## config.mk

```make
export PLATFORM = sky130hd
export DESIGN_NAME = timed_event_scheduler_top_flat
export DESIGN_NICKNAME = d
export VERILOG_FILES = /design/src/design/tes_pkg.sv /design/src/design/tes_if.sv /design/src/design/tes_datapath.sv /design/src/design/tes_ctrl.sv /design/src/design/timed_event_scheduler_top.sv /design/src/flat_wrapper.sv
export SDC_FILE = /design/constraint.sdc
export NUM_CORES = 2
export LEC_CHECK = 0
export BUFFER_PORTS_ARGS = -buffer_cell sky130_fd_sc_hd__buf_4
export CAP_MARGIN = 10
export CORE_ASPECT_RATIO = 0.9
export CORE_MARGIN = 1.5
export CORE_UTILIZATION = 45
export CTS_CLUSTER_SIZE = 10
export DETAILED_ROUTE_END_ITERATION = 8
export GPL_TIMING_DRIVEN = 0
export PLACE_DENSITY = 0.62
export SLEW_MARGIN = 20
export SYNTH_ARGS = -nofsm -noshare
export SYNTH_HDL_FRONTEND = slang
export SYNTH_SLANG_ARGS = --single-unit
```

## constraint.sdc

```tcl
create_clock -name clk -period 8.2 [get_ports clk]
set_input_delay 1.64 -clock clk [delete_from_list [all_inputs] [get_ports clk]]
set_output_delay 1.64 -clock clk [all_outputs]
set_load 0.05 [all_outputs]
```

## src/design/tes_pkg.sv

```systemverilog
// Shared types and constants of the timed event scheduler.
// No dependencies.
package tes_pkg;
	localparam int SLOTS_DEF = 32;
	localparam int TW = 48;
	localparam int INFO_W = 43;
	localparam int NGATES = 3;

	localparam logic [1:0] FN_TICK  = 2'd0;
	localparam logic [1:0] FN_SCHED = 2'd1;
	localparam logic [1:0] FN_CANCEL = 2'd2;
	localparam logic [1:0] FN_GATE  = 2'd3;

	localparam logic [1:0] K_EVENT = 2'd0;
	localparam logic [1:0] K_DONE  = 2'd3;

	localparam logic [1:0] R_SCALE = 2'd0;
	localparam logic [1:0] R_TICK  = 2'd1;
	localparam logic [1:0] R_GATE  = 2'd2;
	localparam logic [1:0] R_CROSS = 2'd3;

	typedef struct packed {
		logic [1:0]  func;
		logic [1:0]  crossing;
		logic [3:0]  event_code;
		logic        track;
		logic        is_timer;
		logic [2:0]  tmr_sel;
		logic [31:0] tmr_stamp;
		logic [11:0] wait_s;
		logic [5:0]  gate_motion;
	} in_item_t;

	typedef struct packed {
		logic [1:0]  kind;
		logic [1:0]  target;
		logic [3:0]  code;
		logic [2:0]  track_or_timer;
		logic [31:0] generation;
		logic        accepted;
		logic [5:0]  processed;
		logic        last;
	} out_item_t;

	// commands from controller to datapath
	typedef struct packed {
		logic load;      // latch input item
		logic advance;   // add tick advance to now
		logic gate_arm;  // arm gate timer
		logic gate_chk;  // evaluate gate at gidx
		logic slot_rd;   // read slot at sidx
		logic slot_chk;  // act on the slot read by slot_rd
		logic emit;      // load output register
		logic done;      // load completion item
	} cmd_t;

	typedef struct packed {
		logic emit_ok;   // current check produces a result
		logic out_busy;  // output register holds a beat
	} sts_t;
endpackage

```

## src/design/tes_if.sv

```systemverilog
// Valid/ready channel interfaces for the scheduler.
// Depends on tes_pkg.
interface tes_in_if;
	import tes_pkg::*;
	logic     valid;
	logic     ready;
	in_item_t data;
	modport source (output valid, output data, input ready);
	modport sink (input valid, input data, output ready);
endinterface

interface tes_out_if;
	import tes_pkg::*;
	logic      valid;
	logic      ready;
	out_item_t data;
	modport source (output valid, output data, input ready);
	modport sink (input valid, input data, output ready);
endinterface

interface tes_cfg_if;
	logic        valid;
	logic        ready;
	logic [1:0]  index;
	logic [31:0] wdata;
	modport source (output valid, output index, output wdata, input ready);
	modport sink (input valid, input index, input wdata, output ready);
endinterface

```

## src/design/tes_datapath.sv

```systemverilog
// Datapath: time base, slot memories, gate timers, output register.
// Depends on tes_pkg.
module tes_datapath #(
	parameter int SLOTS = tes_pkg::SLOTS_DEF,
	localparam int IW = $clog2(SLOTS)
) (
	input  logic                clk,
	input  logic                arst_n,
	input  tes_pkg::cmd_t       cmd,
	input  tes_pkg::in_item_t   in_item,
	input  logic [IW-1:0]       sidx,
	input  logic [1:0]          gidx,
	input  logic                out_take,
	input  logic [6:0]          speed,
	input  logic [9:0]          tick_ms,
	input  logic [5:0]          gate_secs,
	output tes_pkg::sts_t       sts,
	output tes_pkg::out_item_t  out_item,
	output logic                out_valid
);
	import tes_pkg::*;

	in_item_t              it_q;
	logic [TW-1:0]         now_q;
	logic [SLOTS-1:0]      valid_q;
	logic [TW-1:0]         dl_mem [SLOTS];
	logic [INFO_W-1:0]     info_mem [SLOTS];
	logic [TW-1:0]         dl_q;
	logic [INFO_W-1:0]     info_q;
	logic [IW-1:0]         rd_idx_q;
	logic [NGATES-1:0]     gpend_q;
	logic [TW-1:0]         gdl_q [NGATES];
	logic [5:0]            proc_q;
	logic                  acc_q;
	out_item_t             out_q;
	logic                  ov_q;
	logic [IW-1:0]         free_idx;
	logic                  free_any;
	logic [16:0]           adv;
	logic [21:0]           dms;
	logic [15:0]           gms;
	logic                  slot_due, slot_tgt, cancel_hit, gate_due;
	logic [1:0]            gm;

	assign adv = 17'(tick_ms * speed);
	assign dms = 22'(in_item.wait_s * 10'd1000);
	assign gms = 16'(gate_secs * 10'd1000);

	// lowest free slot
	always_comb begin
		free_idx = '0;
		free_any = 1'b0;
		for (int i = SLOTS - 1; i >= 0; i--) begin
			if (!valid_q[i]) begin
				free_idx = IW'(i);
				free_any = 1'b1;
			end
		end
	end

	assign gm = it_q.gate_motion[2*gidx +: 2];
	assign gate_due = gpend_q[gidx] && (now_q >= gdl_q[gidx]);
	assign slot_due = valid_q[rd_idx_q] && (now_q >= dl_q);
	assign slot_tgt = info_q[1:0] != 2'd0;
	assign cancel_hit = valid_q[rd_idx_q] && info_q[1:0] == it_q.crossing &&
		info_q[7] && info_q[10:8] == it_q.tmr_sel;

	always_comb begin
		sts.out_busy = ov_q;
		if (cmd.gate_chk)
			sts.emit_ok = gate_due && (gm == 2'd1 || gm == 2'd2);
		else
			sts.emit_ok = it_q.func == FN_TICK && slot_due && slot_tgt;
	end

	// memories: write on schedule, registered read
	always_ff @(posedge clk) begin
		if (cmd.load && in_item.func == FN_SCHED && free_any) begin
			dl_mem[free_idx] <= TW'(now_q + TW'(dms));
			info_mem[free_idx] <= {in_item.tmr_stamp, in_item.tmr_sel,
				in_item.is_timer, in_item.track, in_item.event_code, in_item.crossing};
		end
		if (cmd.slot_rd) begin
			dl_q <= dl_mem[sidx];
			info_q <= info_mem[sidx];
			rd_idx_q <= sidx;
		end
		if (cmd.load)
			it_q <= in_item;
		if (cmd.gate_arm && it_q.crossing != 2'd0)
			gdl_q[it_q.crossing - 2'd1] <= now_q + TW'(gms);
	end

	// control state of the tables
	always_ff @(posedge clk or negedge arst_n) begin
		if (!arst_n) begin
			now_q <= '0;
			valid_q <= '0;
			gpend_q <= '0;
			proc_q <= '0;
			acc_q <= 1'b0;
			ov_q <= 1'b0;
		end else begin
			if (cmd.load) begin
				proc_q <= '0;
				acc_q <= in_item.func == FN_SCHED && free_any;
				if (in_item.func == FN_SCHED && free_any)
					valid_q[free_idx] <= 1'b1;
			end
			if (cmd.advance)
				now_q <= now_q + TW'(adv);
			// a gate command without a target arms nothing
			if (cmd.gate_arm && it_q.crossing != 2'd0)
				gpend_q[it_q.crossing - 2'd1] <= 1'b1;
			if (cmd.gate_chk && gate_due) begin
				gpend_q[gidx] <= 1'b0;
				if (gm == 2'd1 || gm == 2'd2)
					proc_q <= proc_q + 6'd1;
			end
			if (cmd.slot_chk) begin
				if (it_q.func == FN_TICK && slot_due) begin
					valid_q[rd_idx_q] <= 1'b0;
					proc_q <= proc_q + 6'd1;
				end
				if (it_q.func == FN_CANCEL && cancel_hit)
					valid_q[rd_idx_q] <= 1'b0;
			end
			if (out_take)
				ov_q <= 1'b0;
			if (cmd.emit || cmd.done)
				ov_q <= 1'b1;
		end
	end

	// output register
	always_ff @(posedge clk) begin
		if (cmd.done) begin
			out_q <= {K_DONE, 2'd0, 4'd0, 3'd0, 32'd0, acc_q, proc_q, 1'b1};
		end else if (cmd.emit && cmd.gate_chk) begin
			out_q <= {gm, gidx + 2'd1, 4'd0, 3'd0, 32'd0, 1'b0, 6'd0, 1'b0};
		end else if (cmd.emit) begin
			out_q <= {K_EVENT, info_q[1:0], info_q[5:2],
				info_q[7] ? info_q[10:8] : {2'b00, info_q[6]},
				info_q[7] ? info_q[42:11] : 32'd0, 1'b0, 6'd0, 1'b0};
		end
	end

	assign out_item = out_q;
	assign out_valid = ov_q;
endmodule

```

## src/design/tes_ctrl.sv

```systemverilog
// Controller: sequences load, gate checks, slot sweep and completion.
// Depends on tes_pkg.
module tes_ctrl #(
	parameter int SLOTS = tes_pkg::SLOTS_DEF,
	localparam int IW = $clog2(SLOTS)
) (
	input  logic           clk,
	input  logic           arst_n,
	input  logic           in_valid,
	input  logic [1:0]     in_func,
	input  logic [1:0]     crossing_count,
	input  tes_pkg::sts_t  sts,
	output logic           in_ready,
	output tes_pkg::cmd_t  cmd,
	output logic [IW-1:0]  sidx,
	output logic [1:0]     gidx
);
	import tes_pkg::*;

	typedef enum logic [6:0] {
		ST_IDLE = 7'b0000001,
		ST_PREP = 7'b0000010,
		ST_GATE = 7'b0000100,
		ST_RD   = 7'b0001000,
		ST_CHK  = 7'b0010000,
		ST_DONE = 7'b0100000,
		ST_WAIT = 7'b1000000
	} state_t;

	state_t        state_q, state_d;
	logic [1:0]    func_q;
	logic [IW:0]   sidx_q;
	logic [1:0]    gidx_q;
	logic          last_slot;

	assign sidx = sidx_q[IW-1:0];
	assign gidx = gidx_q;
	assign in_ready = state_q == ST_IDLE;
	assign last_slot = sidx_q == (IW+1)'(SLOTS - 1);

	always_comb begin
		cmd = '0;
		state_d = state_q;
		unique case (state_q)
			ST_IDLE: begin
				if (in_valid) begin
					cmd.load = 1'b1;
					state_d = ST_PREP;
				end
			end
			ST_PREP: begin
				priority if (func_q == FN_TICK) begin
					cmd.advance = 1'b1;
					state_d = ST_GATE;
				end else if (func_q == FN_CANCEL) begin
					state_d = ST_RD;
				end else begin
					cmd.gate_arm = func_q == FN_GATE;
					state_d = ST_DONE;
				end
			end
			ST_GATE: begin
				if (gidx_q >= crossing_count || gidx_q == 2'd3) begin
					state_d = ST_RD;
				end else if (!sts.out_busy) begin
					cmd.gate_chk = 1'b1;
					cmd.emit = sts.emit_ok;
				end
			end
			ST_RD: begin
				cmd.slot_rd = 1'b1;
				state_d = ST_CHK;
			end
			ST_CHK: begin
				if (!sts.out_busy) begin
					cmd.slot_chk = 1'b1;
					cmd.emit = sts.emit_ok;
					state_d = last_slot ? ST_DONE : ST_RD;
				end
			end
			ST_DONE: begin
				if (!sts.out_busy) begin
					cmd.done = 1'b1;
					state_d = ST_WAIT;
				end
			end
			ST_WAIT: begin
				if (!sts.out_busy)
					state_d = ST_IDLE;
			end
			default: state_d = ST_IDLE;
		endcase
	end

	always_ff @(posedge clk or negedge arst_n) begin
		if (!arst_n) begin
			state_q <= ST_IDLE;
			func_q <= FN_TICK;
			sidx_q <= '0;
			gidx_q <= '0;
		end else begin
			state_q <= state_d;
			if (cmd.load) begin
				func_q <= in_func;
				sidx_q <= '0;
				gidx_q <= '0;
			end
			if (cmd.gate_chk)
				gidx_q <= gidx_q + 2'd1;
			if (cmd.slot_chk)
				sidx_q <= sidx_q + 1'b1;
		end
	end
endmodule

```

## src/design/timed_event_scheduler_top.sv

```systemverilog
// Top level of the timed event scheduler: config registers, controller, datapath.
// Depends on tes_pkg, tes_if, tes_ctrl and tes_datapath.
//
// One item at a time. A schedule, a gate command or a cancel ends in a completion beat;
// a cancel first sweeps the slot memory. A tick checks up to three gate timers, one a
// cycle while the output register is free, then sweeps all SLOTS entries through the
// registered memory read port. A result beat is held in one output register and the
// sweep waits while it is full. No clearing pass after reset.
module timed_event_scheduler_top #(
	parameter int SLOTS = tes_pkg::SLOTS_DEF
) (
	input logic     clk,
	input logic     arst_n,
	tes_in_if.sink  in_ch,
	tes_out_if.source out_ch,
	tes_cfg_if.sink cfg
);
	import tes_pkg::*;
	localparam int IW = $clog2(SLOTS);

	logic [6:0] scale_q;
	logic [9:0] tick_q;
	logic [5:0] gsec_q;
	logic [1:0] cross_q;
	cmd_t       cmd;
	sts_t       sts;
	logic [IW-1:0] sidx;
	logic [1:0] gidx;

	assign cfg.ready = 1'b1;

	// configuration registers
	always_ff @(posedge clk or negedge arst_n) begin
		if (!arst_n) begin
			scale_q <= 7'd1;
			tick_q <= 10'd100;
			gsec_q <= 6'd5;
			cross_q <= 2'd3;
		end else if (cfg.valid) begin
			unique case (cfg.index)
				R_SCALE: scale_q <= cfg.wdata[6:0];
				R_TICK:  tick_q <= cfg.wdata[9:0];
				R_GATE:  gsec_q <= cfg.wdata[5:0];
				R_CROSS: cross_q <= cfg.wdata[1:0];
				default: ;
			endcase
		end
	end

	tes_ctrl #(.SLOTS(SLOTS)) u_ctrl (
		.clk, .arst_n,
		.in_valid(in_ch.valid), .in_func(in_ch.data.func),
		.crossing_count(cross_q), .sts,
		.in_ready(in_ch.ready), .cmd, .sidx, .gidx
	);

	tes_datapath #(.SLOTS(SLOTS)) u_dp (
		.clk, .arst_n, .cmd, .in_item(in_ch.data), .sidx, .gidx,
		.out_take(out_ch.valid && out_ch.ready),
		.speed(scale_q), .tick_ms(tick_q), .gate_secs(gsec_q),
		.sts, .out_item(out_ch.data), .out_valid(out_ch.valid)
	);
endmodule
```

## src/flat_wrapper.sv

```systemverilog
// flat-port wrapper written by rule: the top's interface ports become plain ports
module timed_event_scheduler_top_flat import tes_pkg::*;
#(
	parameter int SLOTS = tes_pkg::SLOTS_DEF
)
  (clk, arst_n, in_ch_valid, in_ch_data, in_ch_ready, out_ch_valid, out_ch_data, out_ch_ready, cfg_valid, cfg_index, cfg_wdata, cfg_ready);
  tes_in_if in_ch_i ();
  tes_out_if out_ch_i ();
  tes_cfg_if cfg_i ();
  input logic clk;
  input logic arst_n;
  input wire logic [$bits(in_ch_i.valid)-1:0] in_ch_valid;
  input wire logic [$bits(in_ch_i.data)-1:0] in_ch_data;
  output wire logic [$bits(in_ch_i.ready)-1:0] in_ch_ready;
  output wire logic [$bits(out_ch_i.valid)-1:0] out_ch_valid;
  output wire logic [$bits(out_ch_i.data)-1:0] out_ch_data;
  input wire logic [$bits(out_ch_i.ready)-1:0] out_ch_ready;
  input wire logic [$bits(cfg_i.valid)-1:0] cfg_valid;
  input wire logic [$bits(cfg_i.index)-1:0] cfg_index;
  input wire logic [$bits(cfg_i.wdata)-1:0] cfg_wdata;
  output wire logic [$bits(cfg_i.ready)-1:0] cfg_ready;
  assign in_ch_i.valid = in_ch_valid;
  assign in_ch_i.data = in_ch_data;
  assign in_ch_ready = in_ch_i.ready;
  assign out_ch_valid = out_ch_i.valid;
  assign out_ch_data = out_ch_i.data;
  assign out_ch_i.ready = out_ch_ready;
  assign cfg_i.valid = cfg_valid;
  assign cfg_i.index = cfg_index;
  assign cfg_i.wdata = cfg_wdata;
  assign cfg_ready = cfg_i.ready;
  timed_event_scheduler_top #(.SLOTS(SLOTS)) u_core (.clk(clk), .arst_n(arst_n), .in_ch(in_ch_i), .out_ch(out_ch_i), .cfg(cfg_i));
endmodule
```

==> flow_summary.toml <==
[run_status]
status = "completed"

[power]
peakVddDrop_mv = 0.420
p_per_area_nw_per_um2 = 299
p_leak_uw = 0.0503

[global_route]
grt_max_degree = 90
grt_pass1_wl_um = 523000
antenna_found_initial = 15
grt_pass1_vias = 71500
track_usage_pct = 23.8
grt.overflow.total = 0

[synthesis]
synthFlopType = "edfxtp_1"
ys_warn_count = 0
syn-num-nets = 7137
yosys.area.top_type = "edfxtp_1"
synth-edff-count = 3172
synth-seq-cells = 3349
postSynthCellCount = 6683
synth_area_leaders = "edfxtp_1 69%, mux4_2 15%, dfrtp_1 2.3%"
ys_seq_area_share_pct = 72.5
netlist.area_leader.share_pct = 69.4
synth.distinct_cells = 83
synth-simple-area-share_pct = 2.78
synth_xor_area_share_pct = 0.989
avgSynthCellArea_um2 = 20.5
synth_top_family_by_area = "multiplexers"
synth_area_um2 = 137000
ys_async_sr_fraction_pct = 3.97
synth_compound_area_share_pct = 1.99
synth_mux_area_share_pct = 16.5
yosys.area_share.adder_pct = 3.79

[sta]
post-route-worst-setup-slack_ps = 315
tightest_slew_ps = 1250
slew_viol_final = 0
fmax_mhz = 127
period_share_pct = 96.2
setup_viol = 0
hold_viol_final = 0
clock_skew_ps = 120
maxSlewHeadroom_pct = 17.0
rsz0062_at_grt = "false"
period_needed_ps = 7880

[setup_path]
critPathSlowestCell = "fa_1"
worstPathMaxFanout = 16
crit_chain = "buf_4 > fa_1 > fa_1 > inv_1 > fa_1 > inv_1 > fa_1 > ha_1 > and2_1 > a311o_1 > o311ai_1 > a31oi_1 > a21o_1 > a21oi_1 > xnor2_1 > ha_1 > and3_1 > o21a_1 > a21o_1 > nand3_1 > nor2_4 > xor2_4"
rr_startpoint = "u_core.gsec_q[2]"
rr_worst_depth = 21
cp-startpoint = "in_ch_data[7]"
critical_path.endpoint_type = "register"
cp_data_required_time_ps = 8790
arrival_ps = 8480
worstSetupEndpoint = "u_core.u_dp.dl_mem[27][36]"
path_common_cell = "fa_1"
cp_slowest_stage_delay_ps = 560
rrSetupSlack_ps = 1470
path_class = "input pin to register"
r2r-end = "u_core.u_dp.gdl_q[2][40]"
startpoint_type = "input pin"

[layout]
area_growth_pct = 17.4
most-common-layout-cells = "3172 x edfxtp_1, 918 x mux4_2, 386 x clkbuf_16, 276 x clkbuf_1, 244 x ha_1"
layout.cells.non_filler = 11700
drive_gt1_share_pct = 27.8
nFillCells = 23300
final_nets = 7950
finish.utilization_pct = 53.1
layout_commonest_cell = "edfxtp_1"

[detailed_routing]
routedWlPerCell_um = 31.4
drtIter0Drc = 8406
drt_pass1_iterations = 6
antenna_left = 0
wl_um = 369000
via_per_inst = 6.03
drc_errors = 0
vias = 70700

[clocking]
ctsHoldBuffers = 0
max-clock-path-buffers = 4
cts_sinks = 3349
numCtsBuffers = 381
cts_tree = "done"
clk_transition_reported_paths_ps = 60
cts_root_buf = "clkbuf_16"
htreeDepth = 5
clock_latency_ps = 930

[placed_design]
dp.final_hpwl_um = 252000
place_congestion = 0.858
post-place-ws_ps = -1160
dp_cells = 11200
port_buffers = 132

[job]
maxCapViolCount = 0

[hold_path]
hold_path.class = "register to register"

[die]
num_rows = 192
die_h_um = 527
core_region_area_um2 = 304000
dieArea_um2 = 308000
ios = 156
die_w_um = 585
start_util_pct = 45.2
flip-flops by register name, indices dropped and copies added, names as in the netlist:
name and count:
u_core.u_ctrl.gidx 2, u_core.u_ctrl.sidx_q 6, u_core.scale_q 7, u_core.cross_q 2
u_core.u_dp.out_valid 1, u_core.u_dp.info_q 43, u_core.u_dp.it_q 13, u_core.u_dp.now_q 48
u_core.tick_q 10, u_core.u_ctrl.func_q 2, u_core.u_dp.dl_mem 1536, u_core.gsec_q 6
u_core.u_ctrl.state_q 7, u_core.u_dp.valid_q 32, u_core.u_dp.proc_q 6, u_core.u_dp.rd_idx_q 5
u_core.u_dp.acc_q 1, u_core.u_dp.dl_q 48, u_core.u_dp.gdl_q 144, u_core.u_dp.out_item 51
u_core.u_dp.gpend_q 3, u_core.u_dp.info_mem 1376
layer usage:
| layer | up-vias | GRT usage (%) | share of wire (%) |
|---|---|---|---|
| met2 | 3427 | 38.2 | 48 |
| met4 | 0 | 5.48 | 2.3 |
| met3 | 498 | 4.31 | 9.2 |
| met5 | - | 0 | 0 |
| met1 | 38000 | 34.1 | 41 |
| li1 | 28800 | - | - |
worst max-delay path, delay by kind of cell:
family,cells,cell delay [ps]
compound gates,7,1820
xor+xnor,2,680
fa+ha+maj,6,2780
simple gates,4,1270
buf+inv,3,280
logic make-up after synthesis:
| family | Yosys count |
|---|---|
| AOI/OAI and AO/OA | 441 |
| adders and majority gates | 352 |
| buffers and inverters | 528 |
| DFF | 3349 |
| xor gates and xnor gates | 155 |
| and+or+nand+nor | 756 |
| other | 1 |
| muxes | 1101 |
layout make-up:
cell class	count	area, um2	share of cell area (%)
Tap cell	4074	5100	3.16
Clock inverter	21	265	0.165
Multi-Input combinational cell	2813	36900	22.9
Clock buffer	521	10200	6.32
Buffer	294	1280	0.792
Inverter	234	878	0.545
Timing Repair Buffer	423	7090	4.40
Antenna cell	5	12.5	0.00776
Sequential cell	3349	99500	61.7
repair_timing:
| action | CTS | global route |
|---|---|---|
| setup buffers | 5 | 9 |
| resized for setup | 13 | 16 |
| endpoints found under the setup margin | 177 | 600 |
| pin swaps | 1 | 6 |
| gates cloned | 4 | 3 |
stage by stage:
step | total power, uW | setup TNS [ps] | cell area, um2 | hold slack, ps
CTS | 48400 | 0 | 161000 | 449
global placement | 31900 | - | 143000 | 439
finish | 48200 | 0 | 161000 | 453
global route | 50200 | 0 | 161000 | 474
detailed placement | 33500 | -558880 | 150000 | 433
floorplan | 29300 | 0 | 137000 | 423
synth_stat cells (80+ instances only):
library cell / number
edfxtp_1: 3172
mux4_2: 918
ha_1: 245
inv_1: 234
clkbuf_1: 198
a21oi_1: 190
nor2_1: 188
nand2_1: 182
dfrtp_1: 124
mux2_2: 119
fa_1: 107
xnor2_1: 95
nand3_1: 80
how the worst min path moves through the flow:
stage | startpoint | to | slack (ps) | cells after the start
finish | u_core.u_ctrl.sidx_q[2] | u_core.u_dp.rd_idx_q[2] | 450 | 0
detailed placement | u_core.u_ctrl.sidx_q[2] | u_core.u_dp.rd_idx_q[2] | 430 | 0
CTS | u_core.u_ctrl.sidx_q[2] | u_core.u_dp.rd_idx_q[2] | 450 | 0
global placement | u_core.u_ctrl.sidx_q[3] | u_core.u_dp.rd_idx_q[3] | 440 | 0
floorplan | u_core.u_ctrl.sidx_q[2] | u_core.u_dp.rd_idx_q[2] | 420 | 0
global route | u_core.u_ctrl.sidx_q[2] | u_core.u_dp.rd_idx_q[2] | 470 | 0
power by group:
part           leakage [uW]  internal (uW)  switching, uW
logic                0.0159           3850           7180
clock network       0.00506           8530           6400
registers            0.0294          21900            367
total                0.0503          34300          13900
Power figures use the tool's default switching activity.
